## src/hdl/lcdns_pkg.sv

```systemverilog
// Shared types, codes and constants for the character LCD nibble sequencer.
// Used by every module under hdl/; it depends on nothing else.
package lcdns_pkg;

  // Command codes.
  localparam logic [3:0] OP_INIT       = 4'd0;
  localparam logic [3:0] OP_CLEAR      = 4'd1;
  localparam logic [3:0] OP_SET_CURSOR = 4'd2;
  localparam logic [3:0] OP_WRITE_CHAR = 4'd3;
  localparam logic [3:0] OP_DISPLAY    = 4'd4;
  localparam logic [3:0] OP_CURSOR     = 4'd5;
  localparam logic [3:0] OP_BLINK      = 4'd6;
  localparam logic [3:0] OP_CGRAM_ADDR = 4'd7;
  localparam logic [3:0] OP_CGRAM_ROW  = 4'd8;

  // Register-select levels.
  localparam logic RS_COMMAND = 1'b0;
  localparam logic RS_DATA    = 1'b1;

  // Timing in microseconds.
  localparam logic [15:0] POWER_UP_WAIT_US = 16'd50000;
  localparam logic [12:0] SETTLE_US        = 13'd40;
  localparam logic [12:0] INIT_FIRST_US    = 13'd5040;
  localparam logic [12:0] INIT_SECOND_US   = 13'd140;
  localparam logic [12:0] CLEAR_SETTLE_US  = 13'd2040;

  // Instruction bytes.
  localparam logic [7:0] FUNCTION_SET  = 8'h20;
  localparam logic [7:0] ENTRY_MODE    = 8'h06;
  localparam logic [7:0] CONTROL_BASE  = 8'h08;
  localparam logic [7:0] INIT_CONTROL  = 8'h0C;
  localparam logic [7:0] CLEAR_BYTE    = 8'h01;
  localparam logic [7:0] CGRAM_BASE    = 8'h40;
  localparam logic [7:0] DDRAM_BASE    = 8'h80;
  localparam logic [4:0] CGRAM_ROW_MASK = 5'h1f;

  // Wake-up nibbles of the power-up sequence.
  localparam logic [3:0] WAKE_NIBBLE   = 4'h3;
  localparam logic [3:0] FOUR_BIT_NIBBLE = 4'h2;

  // Step counter of the back end.
  localparam int unsigned STEP_W = 4;
  localparam logic [STEP_W-1:0] INIT_LAST_STEP = 4'd11;
  localparam logic [STEP_W-1:0] BYTE_LAST_STEP = 4'd1;

  // Default depth of the queue between front and back.
  localparam int unsigned JOB_QUEUE_DEPTH = 4;

  typedef struct packed {
    logic [3:0] operation;
    logic [1:0] row;
    logic [6:0] column;
    logic [7:0] data_byte;
    logic       flag;
    logic [2:0] glyph_code;
  } command_t;

  typedef struct packed {
    logic        reg_select;
    logic [3:0]  nibble;
    logic [15:0] wait_before_us;
    logic [12:0] wait_after_us;
    logic        last;
  } result_t;

  // One unit of work for the back end: either the whole power-up sequence
  // (data holds the function-set byte) or a single byte transfer.
  typedef struct packed {
    logic       is_init;
    logic       reg_select;
    logic       long_settle;
    logic [7:0] data;
  } job_t;

  function automatic logic [7:0] row_offset(input logic [1:0] row);
    logic [7:0] off;
    case (row)
      2'd0:    off = 8'h00;
      2'd1:    off = 8'h40;
      2'd2:    off = 8'h14;
      2'd3:    off = 8'h54;
      default: off = 8'h00;
    endcase
    return off;
  endfunction

  // One nibble of the power-up sequence, selected by step.
  function automatic result_t init_nibble(input logic [STEP_W-1:0] step,
                                          input logic [7:0] fset);
    result_t r;
    r = '0;
    r.reg_select    = RS_COMMAND;
    r.wait_after_us = SETTLE_US;
    case (step)
      4'd0: begin
        r.nibble         = WAKE_NIBBLE;
        r.wait_before_us = POWER_UP_WAIT_US;
        r.wait_after_us  = INIT_FIRST_US;
      end
      4'd1: begin
        r.nibble        = WAKE_NIBBLE;
        r.wait_after_us = INIT_SECOND_US;
      end
      4'd2:  r.nibble = WAKE_NIBBLE;
      4'd3:  r.nibble = FOUR_BIT_NIBBLE;
      4'd4:  r.nibble = fset[7:4];
      4'd5:  r.nibble = fset[3:0];
      4'd6:  r.nibble = ENTRY_MODE[7:4];
      4'd7:  r.nibble = ENTRY_MODE[3:0];
      4'd8:  r.nibble = INIT_CONTROL[7:4];
      4'd9:  r.nibble = INIT_CONTROL[3:0];
      4'd10: r.nibble = CLEAR_BYTE[7:4];
      4'd11: begin
        r.nibble        = CLEAR_BYTE[3:0];
        r.wait_after_us = CLEAR_SETTLE_US;
        r.last          = 1'b1;
      end
      default: r.nibble = 4'h0;
    endcase
    return r;
  endfunction

endpackage

```

## src/hdl/char_lcd_nibble_sequencer.sv

```systemverilog
// Top level of the character LCD nibble sequencer: configuration register,
// front end, job queue and back end. Depends on lcdns_pkg and the lcdns_* modules.
//
// Usage. Commands enter through a queue-style port: a command request is
// taken at a rising edge where push is high and full is low. Results leave
// through a second queue-style port: while empty is low the oldest nibble
// transfer is on result, and it is taken at an edge where pop is high.
// Each result is one enable strobe: register select, D7..D4, the wait before
// the strobe and the settle time after it; last marks a command's final one.
//
// Throughput. A command is taken whenever the job queue has room
// (QUEUE_DEPTH entries), so commands can arrive back to back. The back end
// issues one nibble per cycle while pop is high or no result is held:
// power-up init yields 12 nibbles, every other command 2, and unused
// operation codes none. The back end's single nibble output register sets the
// sustained rate. With the back end idle, a command's first nibble passes
// through the job queue, then the back end's output register, before it
// shows on result.
// Stalls. When pop stays low the result holds, the back end stops and the
// queue fills; full then rises and commands wait upstream.
// Reset clears both queues and restores display on, cursor and blink off,
// and two-line mode. cfg_ready is always high; two_line takes effect for
// the next init command.
module char_lcd_nibble_sequencer #(
  parameter int unsigned QUEUE_DEPTH = lcdns_pkg::JOB_QUEUE_DEPTH
) (
  input  logic                clk,
  input  logic                rst,
  input  lcdns_pkg::command_t command,
  input  logic                push,
  output logic                full,
  output lcdns_pkg::result_t  result,
  output logic                empty,
  input  logic                pop,
  input  logic                cfg_valid,
  output logic                cfg_ready,
  input  logic                cfg_two_line
);
  import lcdns_pkg::*;

  logic two_line;
  logic q_full, q_valid, q_push, q_take;
  job_t front_job, head_job;

  assign cfg_ready = 1'b1;

  // Function-set line mode; the user must write it only while the block is idle, the block does not enforce this.
  always_ff @(posedge clk) begin
    if (rst) begin
      two_line <= 1'b1;
    end else if (cfg_valid && cfg_ready) begin
      two_line <= cfg_two_line;
    end
  end

  lcdns_front u_front (
    .clk        (clk),
    .rst        (rst),
    .command    (command),
    .push       (push),
    .two_line   (two_line),
    .queue_full (q_full),
    .full       (full),
    .job_push   (q_push),
    .job        (front_job)
  );

  lcdns_job_queue #(
    .DEPTH (QUEUE_DEPTH)
  ) u_queue (
    .clk     (clk),
    .rst     (rst),
    .push    (q_push),
    .job_in  (front_job),
    .full    (q_full),
    .valid   (q_valid),
    .job_out (head_job),
    .take    (q_take)
  );

  lcdns_back u_back (
    .clk       (clk),
    .rst       (rst),
    .job_valid (q_valid),
    .job       (head_job),
    .job_take  (q_take),
    .result    (result),
    .empty     (empty),
    .pop       (pop)
  );

  // Reset leaves no stale result and room for commands.
  assert property (@(posedge clk) rst |=> (empty && !full))
    else $error("result or full asserted after reset");

  // Only the first wake-up nibble of init waits before its strobe.
  assert property (@(posedge clk) disable iff (rst)
    (!empty && result.wait_before_us != 16'd0) |->
      (result.nibble == WAKE_NIBBLE && result.reg_select == RS_COMMAND &&
       !result.last))
    else $error("power-up wait on an unexpected nibble");

  // Data-register writes never carry a long settle time.
  assert property (@(posedge clk) disable iff (rst)
    (!empty && result.reg_select == RS_DATA) |-> (result.wait_after_us == SETTLE_US))
    else $error("data nibble with long settle time");

  // A job leaves the queue only on a command's final nibble.
  assert property (@(posedge clk) disable iff (rst)
    q_take |=> (!empty && result.last))
    else $error("job retired without a final nibble");

endmodule

```

## src/hdl/lcdns_front.sv

```systemverilog
// Front end: accepts commands, keeps the display/cursor/blink flags and
// turns each known command into one job; unused codes give none. Depends on lcdns_pkg.
module lcdns_front (
  input  logic               clk,
  input  logic               rst,
  input  lcdns_pkg::command_t command,
  input  logic               push,
  input  logic               two_line,
  input  logic               queue_full,
  output logic               full,
  output logic               job_push,
  output lcdns_pkg::job_t    job
);
  import lcdns_pkg::*;

  logic display_on, cursor_shown, blink_on;
  logic display_on_next, cursor_shown_next, blink_on_next;
  logic accept, known_op;
  logic [7:0] cursor_addr;

  assign full   = queue_full;
  assign accept = push && !queue_full;
  assign job_push = accept && known_op;
  assign cursor_addr = {1'b0, command.column} + row_offset(command.row);

  always_comb begin
    display_on_next   = display_on;
    cursor_shown_next = cursor_shown;
    blink_on_next     = blink_on;
    known_op          = 1'b1;
    job               = '0;
    job.reg_select    = RS_COMMAND;
    case (command.operation)
      OP_INIT: begin
        display_on_next   = 1'b1;
        cursor_shown_next = 1'b0;
        blink_on_next     = 1'b0;
        job.is_init       = 1'b1;
        job.data          = FUNCTION_SET | {4'b0, two_line, 3'b0};
      end
      OP_CLEAR: begin
        job.data        = CLEAR_BYTE;
        job.long_settle = 1'b1;
      end
      OP_SET_CURSOR: job.data = cursor_addr | DDRAM_BASE;
      OP_WRITE_CHAR: begin
        job.reg_select = RS_DATA;
        job.data       = command.data_byte;
      end
      OP_DISPLAY: display_on_next   = command.flag;
      OP_CURSOR:  cursor_shown_next = command.flag;
      OP_BLINK:   blink_on_next     = command.flag;
      OP_CGRAM_ADDR: job.data = CGRAM_BASE | {2'b0, command.glyph_code, 3'b0};
      OP_CGRAM_ROW: begin
        job.reg_select = RS_DATA;
        job.data       = {3'b0, command.data_byte[4:0] & CGRAM_ROW_MASK};
      end
      default: known_op = 1'b0;
    endcase
    if (command.operation inside {OP_DISPLAY, OP_CURSOR, OP_BLINK}) begin
      job.data = CONTROL_BASE |
                 {5'b0, display_on_next, cursor_shown_next, blink_on_next};
    end
  end

  always_ff @(posedge clk) begin
    if (rst) begin
      display_on   <= 1'b1;
      cursor_shown <= 1'b0;
      blink_on     <= 1'b0;
    end else if (accept) begin
      display_on   <= display_on_next;
      cursor_shown <= cursor_shown_next;
      blink_on     <= blink_on_next;
    end
  end

endmodule

```

## src/hdl/lcdns_job_queue.sv

```systemverilog
// Small register queue that carries jobs from the front end to the back end.
// Depends on lcdns_pkg for the job type.
module lcdns_job_queue #(
  parameter int unsigned DEPTH = lcdns_pkg::JOB_QUEUE_DEPTH
) (
  input  logic            clk,
  input  logic            rst,
  input  logic            push,
  input  lcdns_pkg::job_t job_in,
  output logic            full,
  output logic            valid,
  output lcdns_pkg::job_t job_out,
  input  logic            take
);
  import lcdns_pkg::*;

  localparam int unsigned IDX_W = (DEPTH > 1) ? $clog2(DEPTH) : 1;
  localparam int unsigned CNT_W = $clog2(DEPTH + 1);
  localparam logic [IDX_W-1:0] LAST_IDX = IDX_W'(DEPTH - 1);
  localparam logic [CNT_W-1:0] FULL_CNT = CNT_W'(DEPTH);

  job_t             slots [DEPTH];
  logic [IDX_W-1:0] wr_ptr, rd_ptr;
  logic [CNT_W-1:0] count;
  logic             do_push, do_take;

  assign full    = (count == FULL_CNT);
  assign valid   = (count != '0);
  assign job_out = slots[rd_ptr];
  assign do_push = push && !full;
  assign do_take = take && valid;

  always_ff @(posedge clk) begin
    if (do_push) begin
      slots[wr_ptr] <= job_in;
    end
  end

  always_ff @(posedge clk) begin
    if (rst) begin
      wr_ptr <= '0;
      rd_ptr <= '0;
      count  <= '0;
    end else begin
      if (do_push) begin
        wr_ptr <= (wr_ptr == LAST_IDX) ? '0 : wr_ptr + 1'b1;
      end
      if (do_take) begin
        rd_ptr <= (rd_ptr == LAST_IDX) ? '0 : rd_ptr + 1'b1;
      end
      if (do_push && !do_take) begin
        count <= count + 1'b1;
      end else if (do_take && !do_push) begin
        count <= count - 1'b1;
      end
    end
  end

endmodule

```

## src/hdl/lcdns_back.sv

```systemverilog
// Back end: walks each job nibble by nibble into the output register.
// Depends on lcdns_pkg for the job and result types and the timing constants.
module lcdns_back (
  input  logic               clk,
  input  logic               rst,
  input  logic               job_valid,
  input  lcdns_pkg::job_t    job,
  output logic               job_take,
  output lcdns_pkg::result_t result,
  output logic               empty,
  input  logic               pop
);
  import lcdns_pkg::*;

  logic [STEP_W-1:0] step;
  logic [STEP_W-1:0] last_step;
  logic              out_valid;
  logic              advance;
  result_t           nib_next;

  assign empty     = !out_valid;
  assign advance   = job_valid && (!out_valid || pop);
  assign last_step = job.is_init ? INIT_LAST_STEP : BYTE_LAST_STEP;
  assign job_take  = advance && (step == last_step);

  always_comb begin
    if (job.is_init) begin
      nib_next = init_nibble(step, job.data);
    end else begin
      nib_next                = '0;
      nib_next.reg_select     = job.reg_select;
      nib_next.nibble         = (step == '0) ? job.data[7:4] : job.data[3:0];
      nib_next.wait_after_us  = (step != '0 && job.long_settle) ? CLEAR_SETTLE_US
                                                                : SETTLE_US;
      nib_next.last           = (step == last_step);
    end
  end

  always_ff @(posedge clk) begin
    if (rst) begin
      step      <= '0;
      out_valid <= 1'b0;
    end else begin
      if (advance) begin
        step      <= job_take ? '0 : step + 1'b1;
        out_valid <= 1'b1;
      end else if (pop) begin
        out_valid <= 1'b0;
      end
    end
  end

  always_ff @(posedge clk) begin
    if (advance) begin
      result <= nib_next;
    end
  end

endmodule

```

## config.mk

```make
export PLATFORM = sky130hd
export DESIGN_NAME = char_lcd_nibble_sequencer
export DESIGN_NICKNAME = d
export VERILOG_FILES = /design/src/hdl/lcdns_pkg.sv /design/src/hdl/char_lcd_nibble_sequencer.sv /design/src/hdl/lcdns_front.sv /design/src/hdl/lcdns_job_queue.sv /design/src/hdl/lcdns_back.sv
export SDC_FILE = /design/constraint.sdc
export NUM_CORES = 1
export LEC_CHECK = 0
export BUFFER_PORTS_ARGS = -buffer_cell sky130_fd_sc_hd__buf_2
export CAP_MARGIN = 20
export CORE_ASPECT_RATIO = 0.9
export CORE_UTILIZATION = 30
export DETAILED_ROUTE_END_ITERATION = 8
export PLACE_DENSITY = 0.51
export SLEW_MARGIN = 40
export SYNTH_ARGS = -nofsm -noshare
export SYNTH_HDL_FRONTEND = slang
export SYNTH_SLANG_ARGS = --single-unit
```

## constraint.sdc

```tcl
create_clock -name clk -period 3.6 [get_ports clk]
set_input_delay 0.36 -clock clk [delete_from_list [all_inputs] [get_ports clk]]
set_output_delay 0.36 -clock clk [all_outputs]
set_load 0.005 [all_outputs]
```

After elaboration in Yosys (flattened, before gate mapping)

Memory sizes are Yosys's and may differ from the RTL's. A register that Yosys moved wholly into a read port is not among the register bits.
Cells that the tools add are included.

Add/subtract/negate cells: 6
Equal/unequal tests: 23
Mux-type cells: 29
Reductions and logical operators: 25

Operators by type and width:

| kind                                           | number |
|---|---|
| case mux 8 bit (6 select lines)                | 1 |
| case mux 13 bit (3 select lines)               | 1 |
| two-way mux 34 bit                             | 1 |
| == test 4 x 3 -> 1 bit (second input constant) | 7 |
| case mux 4 bit (7 select lines)                | 1 |
| case mux 7 bit (4 select lines)                | 1 |
| == test 4 x 2 -> 1 bit (second input constant) | 4 |
| two-way mux 16 bit                             | 1 |
| == test 4 bit (second input constant)          | 3 |
| two-way mux 4 bit                              | 3 |
| two-way mux 11 bit                             | 1 |
| logical AND 1 bit                              | 9 |
| two-way mux 1 bit                              | 9 |
| OR reduction 9 bit                             | 1 |
| == test 2 bit (second input constant)          | 4 |
| == test 4 x 1 -> 1 bit (second input constant) | 2 |
| logical NOT 4 bit                              | 2 |
| two-way mux 2 bit                              | 4 |
| two-way mux 8 bit                              | 1 |
| adder 7 bit                                    | 1 |
| two-way mux 3 bit                              | 2 |
| case mux 1 bit (2 select lines)                | 3 |
| nonzero test 3 bit                             | 2 |
| adder 2 x 1 -> 2 bit (second input constant)   | 2 |
| other kinds (13)                               | 17 |

Register bits after elaboration: 51
Memory bits (writable): 44
Input bits: 31
Output and inout bits: 38
Word-level logic and storage cells: 98
Memories: 1

Memories:

| name          | depth | width | read ports | clocked after memory_dff | write ports | RTL line              | text |
|---|---|---|---|---|---|---|---|
| u_queue.slots | 4     | 11    | 1          | 1                        | 1           | lcdns_job_queue.sv:22 | `job_t slots [DEPTH];` |

Depth between registers and ports, before layout

Depth in word-level cells: 9
Gate-level depth with buffers: 11

Cells and area by module

A second synthesis with hierarchy kept.

Cells, all modules: 327
Area, all modules: 3960.0 um^2

Modules (own cells, without submodules):

| module                    | times used | cells each | area each (um^2) | sequential area each (um^2) |
|---|---|---|---|---|
| lcdns_job_queue           | 1          | 107        | 2075.7           | 1501.4 |
| lcdns_back                | 1          | 125        | 1207.4           | 490.5 |
| lcdns_front               | 1          | 90         | 630.6            | 60.1 |
| char_lcd_nibble_sequencer | 1          | 5          | 46.3             | 20.0 |

Worst setup path after synthesis

No wires, ideal clock.

Kind: reg2reg
Start: reg with a tool-made name
End: reg u_queue.count[2]
Library setup time: 71 ps
Arrival time: 2657 ps
Required time: 3529 ps
Slack: 872 ps
Cell stages (with the launch flop): 12
Buffers on the path: 1
Clock period less this slack: 2728 ps
Path through: dfxtp_1 -> clkbuf_1 -> mux4_2 -> or3_4 -> a211oi_4 -> inv_1 -> ha_1 -> inv_1 -> fa_1 -> xor2_1 -> or3_1 -> a21oi_1

RTL lines:

| item                 | RTL line              | text |
|---|---|---|
| to (signal assigned) | lcdns_job_queue.sv:52 | `count <= count + 1'b1;` |
| to (signal assigned) | lcdns_job_queue.sv:54 | `count <= count - 1'b1;` |
| to (decl)            | lcdns_job_queue.sv:24 | `logic [CNT_W-1:0] count;` |

==> flow_metrics.env <==
export IMPL_utilization_pct=35.6
export IMPL_status="finished, final reports clean"
export IMPL_antenna_found_initial=0
export IMPL_rsz0062_at_grt="false"
export IMPL_nFillCells=1254
export IMPL_stdcell_area_um2=4530
export IMPL_synth_edf_count=57
export IMPL_wl_um=7730
export IMPL_ctsHoldBuffers=0
export IMPL_numPortBuffers=54
export IMPL_htreeDepth=3
export IMPL_r2r_start="u_queue.slots[3][10]$_DFFE_PP_"
export IMPL_p_int_mw=1.93
export IMPL_postSynthCellCount=334
export IMPL_ys_ff_latch=75
export IMPL_setup_viol=0
export IMPL_cp_max_fo=14
export IMPL_netlist_area_um2=3930
export IMPL_grt_pass1_wl_um=12400
export IMPL_io_pins=69
export IMPL_synth_ff_type="edfxtp_1"
export IMPL_place_area_um2=4250
export IMPL_relSlewSlack_pct=45.9
export IMPL_syn_area_per_cell_um2=11.8
export IMPL_dp_cells=530
export IMPL_grt_usage_pct=12.0
export IMPL_rows=39
export IMPL_vias=2588
export IMPL_post_drt_wl_per_cell_um=14.1
export IMPL_yosysTopAreaCellShare_pct=43.6
export IMPL_start_util_pct=30.8
export IMPL_clkTransAtPathRegs_ns=0.06
export IMPL_ant_nets=0
export IMPL_routed_via_density=4.74
export IMPL_die_x_um=123
export IMPL_reg2reg_depth=10
export IMPL_ir_drop_v=0.000221
export IMPL_syn_to_final_growth_pct=15.3
export IMPL_clock_latency_ns=0.33
export IMPL_floorplan_die_area_um2=13600
export IMPL_arrival_ns=3.17
export IMPL_p_clk_share_pct=31.5
export IMPL_post_dp_hpwl_um=5520
export IMPL_crit_required_ns=3.87
export IMPL_finClkSkew_ns=0.00668
export IMPL_drt_iter0_drc=145
export IMPL_cp_start_kind="flop"
export IMPL_nets=422
export IMPL_grt_overflow_total=0
export IMPL_cp_slowest_cell="mux4_2"
export IMPL_place_congestion=0.780
export IMPL_root_buffer="clkbuf_16"
export IMPL_grt_pass1_vias=2425
export IMPL_cts_sinks=75
export IMPL_cts_setup_buffers=0
export IMPL_r2r_end="u_queue.count[2]$_SDFFE_PP0P_"
export IMPL_cts_resized=0
export IMPL_fmax_ghz=0.344
export IMPL_drc=0
export IMPL_drive_above_1_share_pct=24.3
export IMPL_end_kind="flop"
export IMPL_fin_crit_sh_pct=80.7
export IMPL_tritoncts="done"
export IMPL_leakagePower_nw=1.69
export IMPL_cpMostUsedCell="inv_1"
export IMPL_seq_area_um2=2070
export IMPL_holdPathEnd="two_line$_SDFFE_PP1P_"
export IMPL_pwr_density_cell_nw_per_um2=599
export IMPL_hold_class="input pin to flop"
export IMPL_drv_cap=0
export IMPL_die_h_um=111
export IMPL_final_cells=546
export IMPL_sw_frac_of_total_pct=28.8
export IMPL_worstPathCellList="mux4_2, or3_4, a211oi_4, inv_1, ha_1, inv_1, fa_1, xor2_1, or3_1, a21oi_1"
export IMPL_worst_pin_slew_ns=0.803
export IMPL_synthTopCellsByArea="edfxtp_1 (44%), dfxtp_1 (9.2%), buf_4 (4.4%)"
export IMPL_ys_warn_count=0
export IMPL_finalHoldViolations=0
export IMPL_multiInputGateArea_um2=1610
export IMPL_core_um2=12700
export IMPL_combPwrFrac_pct=25.4
export IMPL_synth_seq_area_share_pct=52.7
export IMPL_ys_types=51
export IMPL_yosysTopAreaCell="edfxtp_1"
export IMPL_numCtsBuffers=9
export IMPL_antenna_cells=0
export IMPL_layout_min_cycle_time_ns=2.91
export IMPL_finalSetupTns_ns=0
export IMPL_ff2ff_setup_slack_ns=0.69
export IMPL_cts_buffer_depth=2
export IMPL_synthArstFlopShare_pct=0
export IMPL_total_power_mw=2.71
export IMPL_slowest_delay_ns=0.62
export IMPL_min_from="cfg_two_line"
export IMPL_hold_depth=3
export IMPL_grt_max_degree=19
export IMPL_final_max_slew_viol_count=0
export IMPL_dr_pass1_iters=4
export IMPL_p_seq_share_pct=43.1
export IMPL_critical_path_class="flop to flop"
export IMPL_switchingPower_uw=781
-- worst max-delay path: cells and delay by family (launching register included) --
family | cells | cell delay [ns]
xor+xnor | 1 | 0.07
compound gates | 2 | 0.53
flops | 1 | 0.37
fa+ha+maj | 2 | 0.40
simple gates | 2 | 0.69
buf+inv | 2 | 0.15
mux | 1 | 0.62
-- registers in the layout (all words and copies together), names as in the netlist, named ones only --
register and flops:
u_front.blink_on 1, u_queue.slots 44, u_back.step 4, u_front.cursor_shown 1, u_back.result 13, u_queue.wr_ptr 2
u_queue.rd_ptr 2, u_queue.count 3, u_back.out_valid 1, u_front.display_on 1, two_line 1
-- worst max path at each step --
stage,from,endpoint,slack [ns]
after floorplan,flop,u_queue.count[2]$_SDFFE_PP0P_,0.87
after global placement,u_queue.slots[3][10]$_DFFE_PP_,u_queue.count[2]$_SDFFE_PP0P_,0.73
after detailed placement,u_queue.slots[3][10]$_DFFE_PP_,u_queue.count[2]$_SDFFE_PP0P_,0.71
after CTS,u_queue.slots[3][10]$_DFFE_PP_,u_queue.count[2]$_SDFFE_PP0P_,0.69
after global routing,u_queue.slots[0][10]$_DFFE_PP_,u_queue.count[2]$_SDFFE_PP0P_,0.52
final,u_queue.slots[3][10]$_DFFE_PP_,u_queue.count[2]$_SDFFE_PP0P_,0.69
-- synth_stat cells, types with 2 or more instances --
| library cell | instances |
|---|---|
| nor3_1 | 12 |
| o31a_1 | 2 |
| o22ai_1 | 3 |
| inv_1 | 16 |
| o22a_1 | 2 |
| nand3_1 | 5 |
| mux2i_1 | 11 |
| nand2b_1 | 9 |
| conb_1 | 2 |
| xnor2_1 | 4 |
| nor4_1 | 4 |
| dfxtp_1 | 18 |
| a221o_1 | 4 |
| nand2_1 | 11 |
| clkbuf_1 | 13 |
| o21ai_0 | 11 |
| or3_1 | 4 |
| nor2_1 | 22 |
| a31oi_1 | 4 |
| a21o_1 | 2 |
| and2_1 | 5 |
| nand3b_1 | 2 |
| edfxtp_1 | 57 |
| mux4_2 | 7 |
| a22oi_1 | 8 |
| nor2b_1 | 12 |
| ha_1 | 13 |
| buf_4 | 23 |
| a21oi_1 | 14 |
| xor2_1 | 4 |
| mux2_2 | 10 |
-- power groups by stage --
stage	logic, mW	registers, mW	clock network, mW
floorplan	0.519	1.19	0
global placement	0.691	1.19	0
detailed placement	0.699	1.19	0
CTS	0.701	1.17	0.876
global route	0.786	1.19	0.908
finish	0.689	1.17	0.856
-- cells in the final DEF, fill, tap and decap left out, types with 2 or more instances in the layout --
cell type,synthesis,routed
edfxtp_1,57,57
nor2_1,22,21
nand2_1,11,11
a31oi_1,4,4
a22oi_1,8,8
o22a_1,2,2
or3_1,4,4
o31a_1,2,2
xnor2_1,4,4
buf_2,0,54
mux2i_1,11,11
nor4_1,4,4
nand3_1,5,5
a21oi_1,14,14
inv_1,16,16
clkinv_1,0,3
clkbuf_16,0,9
nand2b_1,9,9
a221o_1,4,4
mux2_2,10,10
nand3b_1,2,2
dfxtp_1,18,18
nor3_1,12,12
o22ai_1,3,3
clkinv_2,0,2
buf_4,23,4
mux4_2,7,7
nor2b_1,12,12
conb_1,2,14
a21o_1,2,2
o21ai_0,11,11
xor2_1,4,4
and2_1,5,5
ha_1,13,13
-- final cells by class --
cell class                      instances  area share [%]
Clock inverter                          7            1.30
Inverter                               16            1.33
Clock buffer                            9            4.97
Sequential cell                        75            45.7
Multi-Input combinational cell        217            35.5
Timing Repair Buffer                   58            6.63
Tap cell                              164            4.53
-- metal layers --
layer / vias up / share of wire (%) / wire (µm) / track usage [%]
met5: - / 0 / 0 / 0
met4: 0 / 0.87 / 67 / 3.90
met3: 7 / 6.3 / 483 / 3.62
met2: 87 / 45 / 3490 / 17.7
met1: 1220 / 48 / 3680 / 16.6
li1: 1274 / - / - / -
-- kinds of logic after synthesis --
group	Yosys count	share of synthesized area, %
other	2	0.191
AOI/OAI and AO/OA	60	10.5
adders and majority gates	14	4.65
muxes	29	10.1
xor gates and xnor gates	8	1.78
DFF	75	52.7
and+or+nand+nor	92	12.5
buffers and inverters	54	7.55
-- stage by stage --
stage / setup slack [ns] / hold slack (ns)
after global routing: 0.515 / 0.269
after CTS: 0.686 / 0.238
final: 0.694 / 0.243
after global placement: 0.731 / 0.464
after detailed placement: 0.706 / 0.469
after floorplan: 0.872 / 0.432
No activity file was read; power rests on OpenSTA's default activity.
